[config.mk]
export PLATFORM = sky130hd
export DESIGN_NAME = pcet_merge
export DESIGN_NICKNAME = d
export VERILOG_FILES = /design/src/sv/pcet_pkg.sv /design/src/sv/pcet_merge.sv
export SDC_FILE = /design/constraint.sdc
export NUM_CORES = 1
export LEC_CHECK = 0
export ABC_AREA = 1
export BUFFER_PORTS_ARGS = -buffer_cell sky130_fd_sc_hd__buf_2
export CORE_AREA = 2 2 256 258
export DETAILED_ROUTE_END_ITERATION = 8
export DIE_AREA = 0 0 258 260
export PLACE_DENSITY = 0.41
export SLEW_MARGIN = 20
export SYNTH_ARGS = -nofsm -noshare
export SYNTH_HDL_FRONTEND = slang
export SYNTH_SLANG_ARGS = --single-unit
[constraint.sdc]
create_clock -name vclk -period 3.9
set_input_delay 0.78 -clock vclk [all_inputs]
set_output_delay 0.78 -clock vclk [all_outputs]
set_load 0.005 [all_outputs]
[src/sv/pcet_pkg.sv]
// ----------------------------------------------------------------------------
// pcet_pkg
// shared types, op codes and sizes of the extremum tracker
// ----------------------------------------------------------------------------
package pcet_pkg;

   localparam int PCET_MAX_CLASSES = 31;
   localparam int PCET_QUANTITIES  = 4;
   localparam int PCET_AXES        = 3;

   localparam logic [1:0] OP_SAMPLE = 2'd0;
   localparam logic [1:0] OP_READ   = 2'd1;
   localparam logic [1:0] OP_CLEAR  = 2'd2;

   typedef logic [2:0][31:0] axis_vec_type;

   typedef struct packed {
      logic [62:0]      mag;
      logic [2:0][30:0] peak;
      logic [2:0][31:0] trough;
   } entry_type;

   localparam int ENTRY_W = $bits(entry_type);

endpackage

[src/sv/pcet_merge.sv]
// ----------------------------------------------------------------------------
// pcet_merge
// folds one sample into a stored entry: raises peaks, lowers troughs
// ----------------------------------------------------------------------------
module pcet_merge (
   input  pcet_pkg::entry_type    cur,
   input  logic [62:0]            mag,
   input  pcet_pkg::axis_vec_type axis,
   output pcet_pkg::entry_type    upd
);
   import pcet_pkg::*;

   always_comb begin
      upd = cur;
      if (mag > cur.mag) begin
         upd.mag = mag;
      end
      for (int a = 0; a < PCET_AXES; a++) begin
         if (!axis[a][31] && (axis[a][30:0] > cur.peak[a])) begin
            upd.peak[a] = axis[a][30:0];
         end
         if ($signed(axis[a]) < $signed(cur.trough[a])) begin
            upd.trough[a] = axis[a];
         end
      end
   end

endmodule

### Yosys cells after proc, flatten, opt, wreduce, memory -nomap -nowiden

Index checks and enable logic that the tools add are counted.

* register bits after elaboration: 0
* latch bits: 0
* memory bits (writable): 0
* memory bits (read-only): 0
* input port bits: 411
* memories kept: 0

* add/subtract/negate cells: 0
* multipliers: 0
* divide/modulo/power cells: 0
* $lt $le $gt $ge: 7
* equality and inequality tests: 0
* shift-type cells: 0
* multiplexer cells: 7
* bitwise gates (word level): 0
* reduce and logical (&&, ||, !) cells: 6

Operator list (count)
* 32-bit less-than comparator: 3
* 32-bit 2-to-1 mux: 3
* 31-bit greater-than comparator: 3
* 31-bit 2-to-1 mux: 3
* 63-bit greater-than comparator: 1
* 63-bit 2-to-1 mux: 1
* 1-bit logical AND: 3
* 1-bit logical NOT: 3

### Longest topological paths before layout

* depth in word-level cells: 3
* gate-level depth with buffers: 16
* mapped depth without buffers: 15

### Worst setup path after synthesis

No wires, ideal clock.

* kind: input-to-output
* from: input cur[219] (netlist name)
* to: output upd[191] (netlist name)
* data arrival time: 2.214 ns
* required time: 3.120 ns
* setup slack: 0.906 ns
* cell stages on the path: 11
* buffers on the path: 1
* cells stage by stage: inv_1 > ha_1 > nand2_1 > nor2_1 > nand2_1 > nor4_4 > nand4_2 > nand2_4 > buf_6 > nand2_1 > nand2_1

RTL lines
* start: declaration: RTL line pcet_merge.sv:6 `input pcet_pkg::entry_type cur,`
* end: declaration: RTL line pcet_merge.sv:9 `output pcet_pkg::entry_type upd`

==> metrics.cfg <==
[synth]
synth.area.top_cells = ha_1 30%, nand2_1 23%, nand3_1 18%
synth_cell_types = 28
syn_area_per_cell_um2 = 5.386
ys_seq_area_share_pct = 0
syn_area_um2 = 10340
synth_nets = 2580
synth_compound_area_share_pct = 8.300
synth_fa_ha_area_share_pct = 30.13
synth_top_area_share_pct = 30.13
ys.warnings.count = 0
synthXorXnorAreaFrac_pct = 0
muxShareOfSynthArea_pct = 0
synth_top_area_cell = ha_1
syn_inst = 1920
synth_top_family_by_area = simple AND/OR/NAND/NOR gates
yosys.area_share.simple_pct = 46.39

[setup_path]
cp-end-kind = primary output
slowest_stage = ha_1
cp-start-kind = primary input
crit_arrival_ns = 2.93
critPathRequiredTime_ns = 3.12
critPathKind = primary input to primary output
cp_common_cell = nand2_1
crit_fanout = 33
max_stage_delay_ns = 0.35
cp_cell_sequence = buf_2 > inv_1 > ha_1 > nand2_1 > nor3_2 > nand2_1 > nor2_1 > and2_1 > nand2_1 > nand2_4 > nand2_4 > buf_12 > nand2_1 > nand2_1 > buf_2

[timing]
hold_violations = 0
setup_ws_ns = 0.1900
fmax_mhz = 269.5
slew_headroom_pct = 72.85
setup_viol = 0
finalCritPeriodShare_pct = 95.13
period_needed_ns = 3.710
worstMarginPinSlew_ns = 0.4072
drv_slew = 0
whs_ns = 1.832
fin_tns_setup_ns = 0
rsz0062_at_grt = no

[grt]
track_usage_pct = 15.91
grt_pass1_vias = 14460
grt_max_degree = 64
grt_antenna_before_repair = 2
grt_pass1_wl_um = 84830
grt-ovfl-total = 0

[floorplan]
dieArea_um2 = 67080
die_x_um = 258
start_util_pct = 16.13
design.core.area_um2 = 64120
fp.dieH_um = 260
rows = 93
ios = 663

[final_layout]
clkbuf_count = 0
instances_no_fill = 3399
final_common_cell = buf_2
seq_cell_count = 0
drive_above_1_share_pct = 28.12
nFillCells = 7642
regArea_um2 = 0
fin_util_pct = 23.22
area_growth_pct = 43.94
final_cell_mix = 663 x buf_2, 639 x nand2_1, 374 x nand3_1, 308 x inv_1, 249 x ha_1
nets = 3205

[route]
wl_um = 57130
detail-route-antenna-nets = 0
wl_per_cell_um = 16.81
drc_errors = 0
drtPass1Iterations = 5
vias = 14540
via_per_inst = 4.277
drt-initial-drc-count = 807

[clocking]
hold_buffers = 0

[power_and_ir_drop]
power_density_nw_per_um2 = 153.6
leakagePower_nw = 9.755
vdd_ir_drop_max_uv = 60.81

[placement]
post-place-cells = 3398
place_ws_ns = 0.1219
place_hpwl_um = 49440
gp_congestion = 0.9571
port_buffers = 663

[min_path]
hp-class = primary input to primary output

[job]
cap_violations = 0

[status]
outcome = completed

-- cell usage after synthesis --
library cell and instances:
inv_1 308, o211ai_1 5, and2_1 1, nor3_1 8, nand2_4 2, buf_2 52
o21ai_0 34, or2_0 1, nand2_1 639, nor4_4 1, nor4_1 3, nor2_1 64
buf_1 5, nand3b_1 1, o21a_1 6, nand4_2 1, buf_6 6, o21bai_1 1
nor4_2 1, a21oi_1 117, nor3_2 2, nand4_1 18, o21ai_1 1, a21o_1 1
clkbuf_1 18, ha_1 249, nand3_1 374, or2_2 1
-- worst max-delay path: cells and delay by family --
| kind | cells | cell delay (ns) |
|---|---|---|
| fa+ha+maj | 1 | 0.35 |
| buf+inv | 4 | 0.42 |
| simple gates | 10 | 1.34 |
-- kinds of logic (layout without fill, tap and decap cells) --
logic type,Yosys count,after routing
compound gates,165,165
simple gates,1117,1117
other cells,0,1
buf+inv,389,1012
fa+ha+maj,249,249
-- repair_timing --
action | in CTS | in global routing
gates resized for setup | 0 | 1
endpoints found under the setup margin | 0 | 2
setup buffers | 0 | 0
-- path summary, 6_finish.rpt --
| check | startpoint | end | slack, ns | cells past startpoint |
|---|---|---|---|---|
| setup / recovery | cur[234] | upd[238] | 0.19 | 15 |
| hold / removal | cur[230] | upd[230] | 1.83 | 4 |
-- routing by layer --
layer	global-route usage [%]	wire length (um)	up-vias
li1	-	-	7494
met1	19.21	23510	6458
met2	30.38	29210	538
met3	1.676	3286	46
met4	2.810	1115	2
met5	0	8	-
-- layout make-up --
type | count | area (um2) | share of cell area, %
Antenna cell | 1 | 2.502 | 0.01681
Multi-Input combinational cell | 1531 | 8790 | 59.05
Inverter | 308 | 1156 | 7.767
Tap cell | 855 | 1070 | 7.187
Timing Repair Buffer | 704 | 3867 | 25.98
-- per-stage QoR --
step,total power (W),cell area [um2]
4_1_cts,0.002305,14880
3_3_place_gp,0.002308,14880
3_5_place_dp,0.002293,14880
2_1_floorplan,0.001148,10340
6_report,0.002286,14890
5_1_grt,0.002572,14890
-- where the power goes --
group	total [W]	switching [W]	internal [W]
clock network	0.0000000000343	0	0.0000000000343
registers	0	0	0
logic	0.00229	0.00135	0.000940
total	0.00229	0.00135	0.000940
No activity file was read; power rests on OpenSTA's default activity.
